[config.mk]
export PLATFORM = sky130hd
export DESIGN_NAME = ordered_timer_event_queue_top
export DESIGN_NICKNAME = d
export VERILOG_FILES = /design/src/hw/rtl/otq_pkg.sv /design/src/hw/rtl/ordered_timer_event_queue_top.sv /design/src/hw/rtl/otq_alu.sv /design/src/hw/rtl/otq_store.sv
export SDC_FILE = /design/constraint.sdc
export NUM_CORES = 2
export LEC_CHECK = 0
export ABC_AREA = 1
export BUFFER_PORTS_ARGS = -buffer_cell sky130_fd_sc_hd__buf_4
export CAP_MARGIN = 20
export CORE_MARGIN = 3
export CORE_UTILIZATION = 55
export DETAILED_ROUTE_END_ITERATION = 12
export PLACE_DENSITY = 0.79
export SLEW_MARGIN = 20
export SYNTH_ARGS = -nofsm -noshare
export SYNTH_HDL_FRONTEND = slang
export SYNTH_SLANG_ARGS = --single-unit
[constraint.sdc]
create_clock -name clk -period 26.9 [get_ports clk]
set_input_delay 4.035 -clock clk [delete_from_list [all_inputs] [get_ports clk]]
set_output_delay 4.035 -clock clk [all_outputs]
set_load 0.03 [all_outputs]
[src/hw/rtl/otq_pkg.sv]
// Package for the ordered timer event queue.
// Holds the default sizes, operation and result codes and the sequencer states.
// No dependencies.
`timescale 1ns / 1ps

package otq_pkg;

	localparam int SLOTS_DEF     = 16;
	localparam int TIME_BITS_DEF = 48;

	typedef enum logic [1:0] {
		OP_ADD    = 2'd0,
		OP_CANCEL = 2'd1,
		OP_CHANGE = 2'd2,
		OP_TICK   = 2'd3
	} op_t;

	localparam logic KIND_FIRE  = 1'b0;
	localparam logic KIND_SCHED = 1'b1;

	typedef enum logic [3:0] {
		ST_IDLE,
		ST_CMD,
		ST_CHG1,
		ST_CHG2,
		ST_DUE,
		ST_FIND,
		ST_FIRE,
		ST_REP,
		ST_OUT
	} state_t;

endpackage

[src/hw/rtl/ordered_timer_event_queue_top.sv]
// Top level of the ordered timer event queue: sequencer, slot flags and output register.
// Uses otq_pkg, otq_store and otq_alu.
//
//   channel | signals                                            | direction
//   input   | in_valid in_stall op slot interval_ms periodic       | in
//           | start_now now_ms                                   |
//   output  | out_valid out_stall kind fired_slot delay_ms         | out
//           | pending last                                       |
//
// Add, cancel and change spend most of their time in the scan for the earliest deadline.
// A tick scans once to mark due slots, once per fired slot and once more to pick the earliest due
// slot, then once for the next deadline; every scan reads the slot memory once per slot through its single read port.
// Reset clears all armed and periodic flags; deadlines and intervals are written before use.
// A stalled output holds the sequencer on its next result; input is taken only when idle.
`timescale 1ns / 1ps

module ordered_timer_event_queue_top #(
	parameter int SLOTS     = otq_pkg::SLOTS_DEF,
	parameter int TIME_BITS = otq_pkg::TIME_BITS_DEF
) (
	input  logic        clk,
	input  logic        arst_n,
	input  logic        in_valid,
	output logic        in_stall,
	input  logic [1:0]  op,
	input  logic [3:0]  slot,
	input  logic [31:0] interval_ms,
	input  logic        periodic,
	input  logic        start_now,
	input  logic [47:0] now_ms,
	output logic        out_valid,
	input  logic        out_stall,
	output logic        kind,
	output logic [3:0]  fired_slot,
	output logic [47:0] delay_ms,
	output logic        pending,
	output logic        last
);

	import otq_pkg::*;

	localparam int IW = (SLOTS > 1) ? $clog2(SLOTS) : 1;
	localparam int CW = $clog2(SLOTS + 1);
	localparam int WW = TIME_BITS + 32;

	state_t state_q, state_d;

	op_t                 op_q;
	logic                slot_ok_q;
	logic [IW-1:0]       sidx_q;
	logic [31:0]         ival_q;
	logic                per_q;
	logic                snow_q;
	logic [TIME_BITS-1:0] now_q;
	logic [TIME_BITS-1:0] start_q;

	logic [SLOTS-1:0] armed_q, repeats_q, due_q;

	logic [CW-1:0]        cnt_q;
	logic                 v_s1;
	logic [IW-1:0]        idx_s1;
	logic                 bv_q;
	logic [IW-1:0]        bidx_q;
	logic [TIME_BITS-1:0] bdl_q;
	logic [31:0]          bper_q;

	logic                 we;
	logic [IW-1:0]        waddr, raddr;
	logic [WW-1:0]        wdata, rdata;
	logic [TIME_BITS-1:0] rd_dl;
	logic [31:0]          rd_per;

	logic [TIME_BITS-1:0] alu_a, alu_b, alu_sum, alu_diff;
	logic                 alu_lt, alu_eq;

	logic scan_issue, scan_done, room, in_scan, in_scan_d, take;
	logic [7:0]  slot8;
	logic [63:0] now64;
	logic [7:0]  bidx8;
	logic [63:0] dly64;

	assign slot8 = 8'(slot);
	assign now64 = 64'(now_ms);
	assign bidx8 = 8'(bidx_q);
	assign rd_dl  = rdata[TIME_BITS-1:0];
	assign rd_per = rdata[WW-1:TIME_BITS];

	assign in_stall   = state_q != ST_IDLE;
	assign take       = in_valid && !in_stall;
	assign room       = !out_valid || !out_stall;
	assign scan_issue = cnt_q < CW'(SLOTS);
	assign scan_done  = !scan_issue && !v_s1;
	assign in_scan    = state_q == ST_DUE || state_q == ST_FIND || state_q == ST_REP;
	assign in_scan_d  = state_d == ST_DUE || state_d == ST_FIND || state_d == ST_REP;

	otq_store #(.SLOTS(SLOTS), .WIDTH(WW)) u_store (
		.clk   (clk),
		.we    (we),
		.waddr (waddr),
		.wdata (wdata),
		.raddr (raddr),
		.rdata (rdata)
	);

	otq_alu #(.TIME_BITS(TIME_BITS)) u_alu (
		.a       (alu_a),
		.b       (alu_b),
		.sum_sat (alu_sum),
		.diff    (alu_diff),
		.lt      (alu_lt),
		.eq      (alu_eq)
	);

	always_comb begin
		alu_a = now_q;
		alu_b = TIME_BITS'(ival_q);
		case (state_q)
			ST_CHG1: begin
				alu_a = rd_dl;
				alu_b = TIME_BITS'(rd_per);
			end
			ST_CHG2: begin
				alu_a = start_q;
				alu_b = TIME_BITS'(ival_q);
			end
			ST_DUE: begin
				alu_a = now_q;
				alu_b = rd_dl;
			end
			ST_FIND, ST_REP: begin
				alu_a = rd_dl;
				alu_b = bdl_q;
			end
			ST_FIRE: begin
				alu_a = now_q;
				alu_b = TIME_BITS'(bper_q);
			end
			ST_OUT: begin
				alu_a = bdl_q;
				alu_b = now_q;
			end
			default: begin
				alu_a = now_q;
				alu_b = TIME_BITS'(ival_q);
			end
		endcase
	end

	always_comb begin
		raddr = in_scan ? cnt_q[IW-1:0] : sidx_q;
		we    = 1'b0;
		waddr = sidx_q;
		wdata = {ival_q, alu_sum};
		case (state_q)
			ST_CMD: we = op_q == OP_ADD && slot_ok_q;
			ST_CHG2: we = 1'b1;
			ST_FIRE: begin
				waddr = bidx_q;
				wdata = {bper_q, alu_sum};
				we    = room && repeats_q[bidx_q];
			end
			default: we = 1'b0;
		endcase
	end

	always_ff @(posedge clk or negedge arst_n) begin
		if (!arst_n) begin
			state_q <= ST_IDLE;
		end else begin
			state_q <= state_d;
		end
	end

	always_comb begin
		state_d = state_q;
		case (state_q)
			ST_IDLE: if (take) state_d = ST_CMD;
			ST_CMD: begin
				case (op_q)
					OP_TICK: state_d = ST_DUE;
					OP_CHANGE: state_d = slot_ok_q ? ST_CHG1 : ST_REP;
					default: state_d = ST_REP;
				endcase
			end
			ST_CHG1: state_d = (rd_per == ival_q && !snow_q) ? ST_REP : ST_CHG2;
			ST_CHG2: state_d = ST_REP;
			ST_DUE: if (scan_done) state_d = ST_FIND;
			ST_FIND: if (scan_done) state_d = bv_q ? ST_FIRE : ST_REP;
			ST_FIRE: if (room) state_d = ST_FIND;
			ST_REP: if (scan_done) state_d = ST_OUT;
			ST_OUT: if (room) state_d = ST_IDLE;
			default: state_d = ST_IDLE;
		endcase
	end

	always_ff @(posedge clk) begin
		if (take) begin
			op_q      <= op_t'(op);
			slot_ok_q <= slot8 < 8'(SLOTS);
			sidx_q    <= slot8[IW-1:0];
			ival_q    <= interval_ms;
			per_q     <= periodic;
			snow_q    <= start_now;
			now_q     <= now64[TIME_BITS-1:0];
		end
		if (state_q == ST_CHG1) begin
			start_q <= snow_q ? now_q : (alu_lt ? '0 : alu_diff);
		end
		if (in_scan && v_s1) begin
			if ((state_q == ST_FIND && due_q[idx_s1] || state_q == ST_REP && armed_q[idx_s1])
			    && (!bv_q || alu_lt)) begin
				bidx_q <= idx_s1;
				bdl_q  <= rd_dl;
				bper_q <= rd_per;
			end
		end
		idx_s1 <= cnt_q[IW-1:0];
	end

	always_ff @(posedge clk or negedge arst_n) begin
		if (!arst_n) begin
			cnt_q     <= '0;
			v_s1      <= 1'b0;
			bv_q      <= 1'b0;
			armed_q   <= '0;
			repeats_q <= '0;
			due_q     <= '0;
		end else begin
			if (in_scan_d && (state_d != state_q || !in_scan)) begin
				cnt_q <= '0;
				v_s1  <= 1'b0;
				bv_q  <= 1'b0;
			end else if (in_scan) begin
				v_s1 <= scan_issue;
				if (scan_issue) begin
					cnt_q <= cnt_q + 1'b1;
				end
				if (v_s1 && (state_q == ST_FIND && due_q[idx_s1]
				    || state_q == ST_REP && armed_q[idx_s1])) begin
					bv_q <= 1'b1;
				end
			end
			case (state_q)
				ST_CMD: begin
					if (slot_ok_q && op_q == OP_ADD) begin
						armed_q[sidx_q]   <= 1'b1;
						repeats_q[sidx_q] <= per_q;
					end else if (slot_ok_q && op_q == OP_CANCEL) begin
						armed_q[sidx_q] <= 1'b0;
					end
				end
				ST_CHG2: armed_q[sidx_q] <= 1'b1;
				ST_DUE: begin
					if (v_s1) begin
						due_q[idx_s1] <= armed_q[idx_s1] && !alu_lt;
					end
				end
				ST_FIRE: begin
					if (room) begin
						due_q[bidx_q] <= 1'b0;
						if (!repeats_q[bidx_q]) begin
							armed_q[bidx_q] <= 1'b0;
						end
					end
				end
				default: begin
				end
			endcase
		end
	end

	assign dly64 = 64'(alu_diff);

	always_ff @(posedge clk or negedge arst_n) begin
		if (!arst_n) begin
			out_valid <= 1'b0;
		end else if ((state_q == ST_FIRE || state_q == ST_OUT) && room) begin
			out_valid <= 1'b1;
		end else if (!out_stall) begin
			out_valid <= 1'b0;
		end
	end

	always_ff @(posedge clk) begin
		if (state_q == ST_FIRE && room) begin
			kind       <= KIND_FIRE;
			fired_slot <= bidx8[3:0];
			delay_ms   <= '0;
			pending    <= 1'b0;
			last       <= 1'b0;
		end else if (state_q == ST_OUT && room) begin
			kind       <= KIND_SCHED;
			fired_slot <= '0;
			delay_ms   <= (bv_q && !alu_lt && !alu_eq) ? dly64[47:0] : '0;
			pending    <= bv_q;
			last       <= 1'b1;
		end
	end

`ifndef SYNTHESIS
	a_last_is_sched: assert property (@(posedge clk) disable iff (!arst_n)
		out_valid |-> (last == (kind == KIND_SCHED)))
		else $error("Last flag and result kind disagree.");
	a_fire_fields: assert property (@(posedge clk) disable iff (!arst_n)
		out_valid && kind == KIND_FIRE |-> !pending && delay_ms == '0)
		else $error("Fire result carries schedule fields.");
	a_busy_after_take: assert property (@(posedge clk) disable iff (!arst_n)
		in_valid && !in_stall |=> in_stall)
		else $error("Sequencer did not start on an accepted item.");
	a_due_subset: assert property (@(posedge clk) disable iff (!arst_n)
		state_q == ST_FIND |-> (due_q & ~armed_q) == '0)
		else $error("Due slot is not armed.");
`endif

endmodule

[src/hw/rtl/otq_alu.sv]
// Shared arithmetic and compare unit of the timer queue.
// Gives a saturating sum, a difference and the compare flags of two time values.
// No package dependency.
`timescale 1ns / 1ps

module otq_alu #(
	parameter int TIME_BITS = 48
) (
	input  logic [TIME_BITS-1:0] a,
	input  logic [TIME_BITS-1:0] b,
	output logic [TIME_BITS-1:0] sum_sat,
	output logic [TIME_BITS-1:0] diff,
	output logic                 lt,
	output logic                 eq
);

	logic [TIME_BITS:0] sum;

	assign sum     = {1'b0, a} + {1'b0, b};
	assign sum_sat = sum[TIME_BITS] ? {TIME_BITS{1'b1}} : sum[TIME_BITS-1:0];
	assign diff    = a - b;
	assign lt      = a < b;
	assign eq      = a == b;

endmodule

[src/hw/rtl/otq_store.sv]
// Slot memory of the timer queue: one word per slot holding interval and deadline.
// One write port and one read port with registered read data. No package dependency.
`timescale 1ns / 1ps

module otq_store #(
	parameter int SLOTS = 16,
	parameter int WIDTH = 80
) (
	input  logic                     clk,
	input  logic                     we,
	input  logic [$clog2(SLOTS)-1:0] waddr,
	input  logic [WIDTH-1:0]         wdata,
	input  logic [$clog2(SLOTS)-1:0] raddr,
	output logic [WIDTH-1:0]         rdata
);

	logic [WIDTH-1:0] mem [SLOTS];

	always_ff @(posedge clk) begin
		if (we) begin
			mem[waddr] <= wdata;
		end
	end

	always_ff @(posedge clk) begin
		rdata <= mem[raddr];
	end

endmodule
==> qor.csv <==
metric,value,unit
ranking of synthesized cells by area,"edfxtp_1 (58%), nand2_1 (7.4%), inv_1 (6.0%)",
vias in the first global route,56400,
Max Root-Sink Buffers,3,
sequential cell area fraction in the yosys report,63.0,%
GPL Wtd Cong,1.13,
setup violators final,0,
crit path kind,reg -> reg,
Die Ht,383,um
HP Class,reg -> reg,
Synth Warn #,0,
"Cell Area, Synth",0.0783,mm2
CTS tree,done,
Max Slew Vio Count,0,
total grt overflow,0,
"Slowest-stage cell, CP",buf_4,
core area,0.140,mm2
initial antenna violation count,19,
largest net degree at the start of global routing,250,
final antenna-violating net count,0,
fmax,132,MHz
Vias,60300,
input/output buffers,148,
Pre-Repair DR Iteration Count,7,
total track usage,33.2,%
CTS Buf Count,168,
FF/Latch Area,0.0493,mm2
fin crit share,28.2,%
final worst slack,19.31,ns
Buf/Inv on CP,7,
"Net Count, Synth",8017,
post_cts resized,0,
clk root buf,clkbuf_16,
cts hold-fix bufs,0,
post-synth top area cell,edfxtp_1,
Avg Inst Size Synth,10.0,um2
asr flop ratio synth,3.53,%
Final Hold Slack,0.375,ns
I/O Pins,149,
layout cells sized above 1,6.91,%
fill cell count,10800,
Period minus WS final,7.59,ns
worst-path maximum fanout,61,
Setup crit start kind,register,
die area,0.147,mm2
"EDFF count, synth",1504,
H-tree levels,4,
"Cell Area, Placed",0.0809,mm2
DP HPWL,165000,um
RSZ-0062 raised after global routing,no,
CTS sink count,1698,
P&R area growth vs syn,10.4,%
Yosys top cell area share,57.7,%
Max Cap Viol,0,
drt total wl,248000,um
CP endpoint kind,register,
"Reg clk slew, reported paths",0.06,ns
worst rel slew slack,21.5,%
Setup Slack @ Placement,19.13,ns
setup TNS,0,ns
DRC,0,
Clock Skew,0.0793,ns
Die X,383,um
Initial Utilization,55.8,%
first-pass GRT wire length,360000,um
worst-margin pin slew,1.17,ns
synthesized flop and latch total,1698,
"CP delay by family, top",buffers and inverters,
ys flop type,edfxtp_1,
CP max stage delay,0.75,ns
mean routed wirelength per cell,25.1,um
Final nets,8041,
"most common cell after layout, fill and taps aside",nand2_1,
clk_lat worst skew,0.84,ns
starting DRC count in detailed routing,9824,
Critical Path RT,27.21,ns
row cnt,137,
area occupied by multi-input gates,0.0226,mm2
Syn Inst Count,7826,
"Setup Fix Bufs, Post-CTS",0,
Vias/cell,6.11,
"commonest cells after routing, fill and taps aside","nand2_1 (1542), edfxtp_1 (1504), inv_1 (1260)",
synth unique cells,53,
post-route cell area,0.0864,mm2
status,"complete, no violations",
Hold Fails Final Rpt,0,
worst endpoint data arrival time,7.91,ns
[sequential cells by signal (all words and copies together) (netlist names), 2 cells and up, named ones only]
name	count
due_q	16
cnt_q	5
idx_s1	4
now_q	48
delay_ms	48
u_store.rdata	80
bdl_q	48
sidx_q	4
repeats_q	16
ival_q	32
bidx_q	4
bper_q	32
start_q	48
u_store.mem	1280
state_q	4
op_q	2
fired_slot	4
[final cells by class]
type	count	share of cell area, %
Sequential cell	1698	57.1
Multi-Input combinational cell	4466	26.1
Inverter	1278	5.56
Clock buffer	223	5.27
Tap cell	1876	2.72
Timing Repair Buffer	238	2.15
Clock inverter	82	1.06
Antenna cell	6	0.0174
[worst paths after layout]
check	start	endpoint	slack [ns]	depth (start not counted)
hold / removal	cnt_q[3]	idx_s1[3]	0.38	0
setup reg to reg	state_q[0]	u_store.mem[3][37]	19.31	25
hold reg to reg	cnt_q[3]	idx_s1[3]	0.38	0
setup / recovery	state_q[0]	u_store.mem[3][37]	19.31	25
max in group asynchronous	arst_n	cnt_q[0]	23.00	1
min in group asynchronous	arst_n	out_valid	3.29	1
[per-layer routing]
layer / vias to the layer above / track usage, % / part of all wire [%]
li1: 26800 / - / -
met1: 28600 / 46.1 / 37
met2: 4199 / 48.7 / 43
met3: 661 / 10.2 / 15
met4: 8 / 13.6 / 4.6
met5: - / 0 / 0.020
[logic make-up after synthesis]
family,count (synthesis),synth area share [%]
compound gates,1642,12.1
xor+xnor,45,0.503
fa+ha+maj,99,1.60
buf+inv,1662,8.43
flops,1698,63.0
simple gates,2680,14.4
[worst register-to-register path: stages (launching register included)]
cell and delay, ns:
dfrtp_1 0.46, inv_2 0.15, nand2_2 0.15, nor2_4 0.13, buf_4 0.75, nor2_4 0.04
buf_4 0.33, inv_2 0.40, nor3_4 0.05, buf_4 0.32, inv_2 0.56, nor2_1 0.08
or2_2 0.31, ha_1 0.25, fa_1 0.53, nand3_1 0.12, nand3_2 0.13, nand2_1 0.11
nand3_1 0.18, nand3_1 0.16, nand2_1 0.09, nand2_1 0.15, nand2_1 0.15, a21oi_4 0.14
buf_4 0.62, nand3_1 0.76
[cells in the mapped netlist, drive strengths merged (5+ instances only)]
cell type	number
dfxtp	134
nand4	69
o2111ai	8
a21oi	544
buf	271
clkbuf	113
edfxtp	1504
inv	1277
o32ai	14
a31oi	5
xor2	44
nor3	29
o21bai	10
o221ai	16
a211oi	9
a22oi	8
o22ai	78
a221oi	8
nand2	1552
nand3	680
o21ai	596
ha	97
a221o	6
nor2	338
o211ai	335
dfrtp	60
or2	8
[per-stage QoR]
step / std cells / util (%)
6_report: 9867 / 61.5
5_1_grt: 9861 / 61.5
4_1_cts: 9859 / 61.5
3_5_place_dp: 9554 / 57.6
3_3_place_gp: 9554 / 57.6
2_1_floorplan: 7826 / -
Power is not shown: default switching activity piles up to over one toggle a cycle in this logic, so the estimate is an artifact.
